`src/gpbh_ram.sv`:
```
// ----------------------------------------------------------------------------
// gpbh_ram: generic single-write, single-read RAM
// One write port and one read port with registered read data (old data on a
// same-address collision).
// ----------------------------------------------------------------------------
module gpbh_ram #(
  parameter int WIDTH = 8,
  parameter int DEPTH = 16
) (
  input  logic                     clk,
  input  logic                     we,
  input  logic [$clog2(DEPTH)-1:0] waddr,
  input  logic [WIDTH-1:0]         wdata,
  input  logic                     re,
  input  logic [$clog2(DEPTH)-1:0] raddr,
  output logic [WIDTH-1:0]         rdata
);

  logic [WIDTH-1:0] mem [DEPTH];

  always_ff @(posedge clk) begin
    if (we) begin
      mem[waddr] <= wdata;
    end
    if (re) begin
      rdata <= mem[raddr];
    end
  end

endmodule

```
`config.mk`:
```
export PLATFORM = sky130hd
export DESIGN_NAME = gpbh_ram
export DESIGN_NICKNAME = d
export VERILOG_FILES = /design/src/gpbh_ram.sv
export SDC_FILE = /design/constraint.sdc
export NUM_CORES = 1
export LEC_CHECK = 0
export BUFFER_PORTS_ARGS = -buffer_cell sky130_fd_sc_hd__buf_2
export CORE_MARGIN = 5
export CORE_UTILIZATION = 54
export CTS_BUF_LIST = sky130_fd_sc_hd__clkbuf_4
export DETAILED_ROUTE_END_ITERATION = 6
export PLACE_DENSITY = 0.78
export SYNTH_ARGS = -nofsm -noshare
export SYNTH_HDL_FRONTEND = slang
export SYNTH_SLANG_ARGS = --single-unit
export TNS_END_PERCENT = 50
```
`constraint.sdc`:
```
create_clock -name clk -period 3.9 [get_ports clk]
set_input_delay 0.195 -clock clk [delete_from_list [all_inputs] [get_ports clk]]
set_output_delay 0.195 -clock clk [all_outputs]
set_load 0.05 [all_outputs]
```
After elaboration in Yosys (flattened, before gate mapping) --
Memory sizes are Yosys's and may differ from the RTL's. A register that Yosys moved wholly into a read port is not among the register bits. Cells that the tools add are included.
Cells by class: muxes and demuxes 2
Operators with widths (number):
- $mux 1 | 2
Storage, ports and cells: memory bits (writable) 128, register bits 0, memories kept 1
Memory list:
- mem | words 16, bits a word 8, rd ports 1, clocked after memory_dff 1, write ports 1, RTL line 19 | logic [WIDTH-1:0] mem [DEPTH];

Depth between registers and ports, before layout --
depth after elaboration 2, gate-level depth with buffers 5

Least setup slack after synthesis --
No wires, ideal clock.
kind input to register, start input port waddr[2], end memory mem[0][0], enable pin, library setup time 383 ps, stages on the path 2, data required time 3517 ps, slack 2212 ps, path buffers 0, arrival 1305 ps, cells stage by stage or3b_2 nor3_1
RTL lines:
- start, declared | RTL line 12 | input logic [$clog2(DEPTH)-1:0] waddr,
- end, declared | RTL line 19
Straight into the memory's write port.

==> impl_metrics.env <==
export IMPL_core_area_um2=9594
export IMPL_die_x_um=108.4
export IMPL_fin_skew_ns=0.009882
export IMPL_use_met3_pct=4.418
export IMPL_routedWlPerCell_um=23.26
export IMPL_cts_htree_levels=4
export IMPL_synth_top_area_share_pct=78.12
export IMPL_fin_crit_ns=1.763
export IMPL_grt_pass1_vias=2519
export IMPL_grt_pass1_wl_um=14500
export IMPL_hold_viol_final=0
export IMPL_ios=27
export IMPL_use_met2_pct=29.17
export IMPL_final_cell_mix="edfxtp_1, buf_2, mux4_2, clkbuf_4, a22oi_1"
export IMPL_hp_class="primary input to register"
export IMPL_pwr_density_cell_nw_per_um2=503.9
export IMPL_report_final_slew_viol_count=0
export IMPL_tritoncts="yes"
export IMPL_path_class="primary input to register"
export IMPL_antenna_left=0
export IMPL_reg2reg_setup_slack_ns=2.34
export IMPL_grt_busiest_layer="met2"
export IMPL_ys_seq_elements=136
export IMPL_layout_commonest_cell="edfxtp_1"
export IMPL_clk_pin_slew_ns=0.12
export IMPL_gr_total_overflow=0
export IMPL_finalSetupTns_ns=0
export IMPL_cts_sinks=136
export IMPL_synth_xor_area_share_pct=0
export IMPL_rows=36
export IMPL_synth_compound_area_share_pct=2.298
export IMPL_start_kind="primary input"
export IMPL_ir_drop_v=0.0001763
export IMPL_die_h_um=108.4
export IMPL_end_kind="register"
export IMPL_fmax_ghz=0.5673
export IMPL_dr_pass1_iters=5
export IMPL_yosys_area_share_simple_pct=3.135
export IMPL_grt_total_usage_pct=17.84
export IMPL_synth_area_um2=5228
export IMPL_synth_top_family_by_area="multiplexers"
export IMPL_io_buffers=26
export IMPL_vias_per_cell=5.906
export IMPL_initial_core_util_pct=54.49
export IMPL_setup_viol=0
export IMPL_fin_nets=287
export IMPL_synth_avg_cell_area_um2=22.83
export IMPL_cts_hold_buf=0
export IMPL_drt_initial_drc_count=221
export IMPL_post_cts_resized=0
export IMPL_rsz0062_at_grt="false"
export IMPL_period_share_pct=45.20
export IMPL_antenna_cells=0
export IMPL_use_met1_pct=23.98
export IMPL_die_area_um2=11750
export IMPL_drcViolationCount=0
export IMPL_synth_distinct_cells=18
export IMPL_cp_arrival_ns=2.01
export IMPL_cts_setup_buffers=0
export IMPL_leakage_nw=1.924
export IMPL_cts_buffers_inserted=17
export IMPL_maxSlewHeadroom_pct=32.96
export IMPL_postRouteWirelength_um=9628
export IMPL_muxShareOfSynthArea_pct=14.79
export IMPL_yosysWarnings=0
export IMPL_yosysSeqAreaShare_pct=78.12
export IMPL_clk_latency_ns=0.49
export IMPL_gp_congestion=0.7329
export IMPL_synth_adder_area_share_pct=0
export IMPL_cp_max_fo=32
export IMPL_yosysTopAreaCell="edfxtp_1"
export IMPL_drive_above_1_share_pct=28.47
export IMPL_grt_max_degree=33
export IMPL_cap_violations=0
export IMPL_root_buffer="clkbuf_4"
export IMPL_tightest_slew_ns=1.006
export IMPL_synth_area_leaders="edfxtp_1, mux4_2, mux4_1"
export IMPL_critPathRequiredTime_ns=4.15
export IMPL_syn_to_final_growth_pct=11.56
export IMPL_syn_nets=248
export IMPL_dp_hpwl_um=6143
export IMPL_timing_hold_ws_ns=0.06371
export IMPL_outcome="finished clean"
export IMPL_synthCells=229
export IMPL_antenna_found_initial=0
export IMPL_clk_path_buf_depth=2
export IMPL_vias=2445
-- registers in the layout, indices dropped and copies added, names as in the netlist --
name / count
rdata: 8
mem: 128
-- metrics by stage --
step	power [W]	utilization (%)	std cells	cell area (um2)	worst slack (ns)
floorplan	0.001792	-	229	5228	2.212
global placement	0.001844	56.99	382	5468	1.623
detailed placement	0.001852	56.99	382	5468	1.529
CTS	0.002947	60.79	414	5832	2.061
global route	0.003032	60.79	414	5832	1.980
finish	0.002938	60.79	414	5832	2.137
-- cells in the mapped netlist --
cell,number
edfxtp_1,136
mux4_2,18
a22oi_1,16
mux4_1,14
nor2_1,13
nand2_1,9
nor3_1,4
buf_2,3
buf_6,3
clkdlybuf4s25_2,3
nand2b_1,2
nand3b_1,2
and2_1,1
and2b_1,1
buf_4,1
nand3_1,1
nor2b_1,1
or3b_2,1
-- critical path: stages --
cell	delay, ns
buf_2	0.75
mux4_1	0.66
a22oi_1	0.30
nand2_1	0.10
-- where the power goes --
group	switching, W	leakage [nW]	internal, W
clock	0.000482	0.193	0.000641
sequential	0.00000924	1.24	0.00164
combinational	0.000104	0.494	0.0000575
-- layout make-up --
cell class	count	area, um2
Multi-Input combinational cell	83	1057
Clock buffer	18	135.1
Tap cell	133	166.4
Fill cell	660	3762
Timing Repair Buffer	30	160.2
Sequential cell	136	4084
Clock inverter	14	229.0
-- path summary, 6_finish.rpt --
kind | start | end | cells after the start
worst min register to register | mem[14][1] | rdata[1] | 3
worst max register to register | mem[2][0] | rdata[0] | 3
worst max-delay path | raddr[0] | rdata[0] | 4
worst min-delay path | wdata[7] | mem[7][7] | 1
-- kinds of logic after synthesis --
family | Yosys count
AO/OA/AOI/OAI | 16
buffers and inverters | 10
flip-flops | 136
multiplexers | 32
AND/OR/NAND/NOR | 35
-- per-layer routing --
layer  up-vias  wire length (um)
li1       1063                 -
met1      1247              3930
met2       123              4909
met3        12               686
met4         0               103
met5         -                 0
Power figures use the tool's default switching activity.
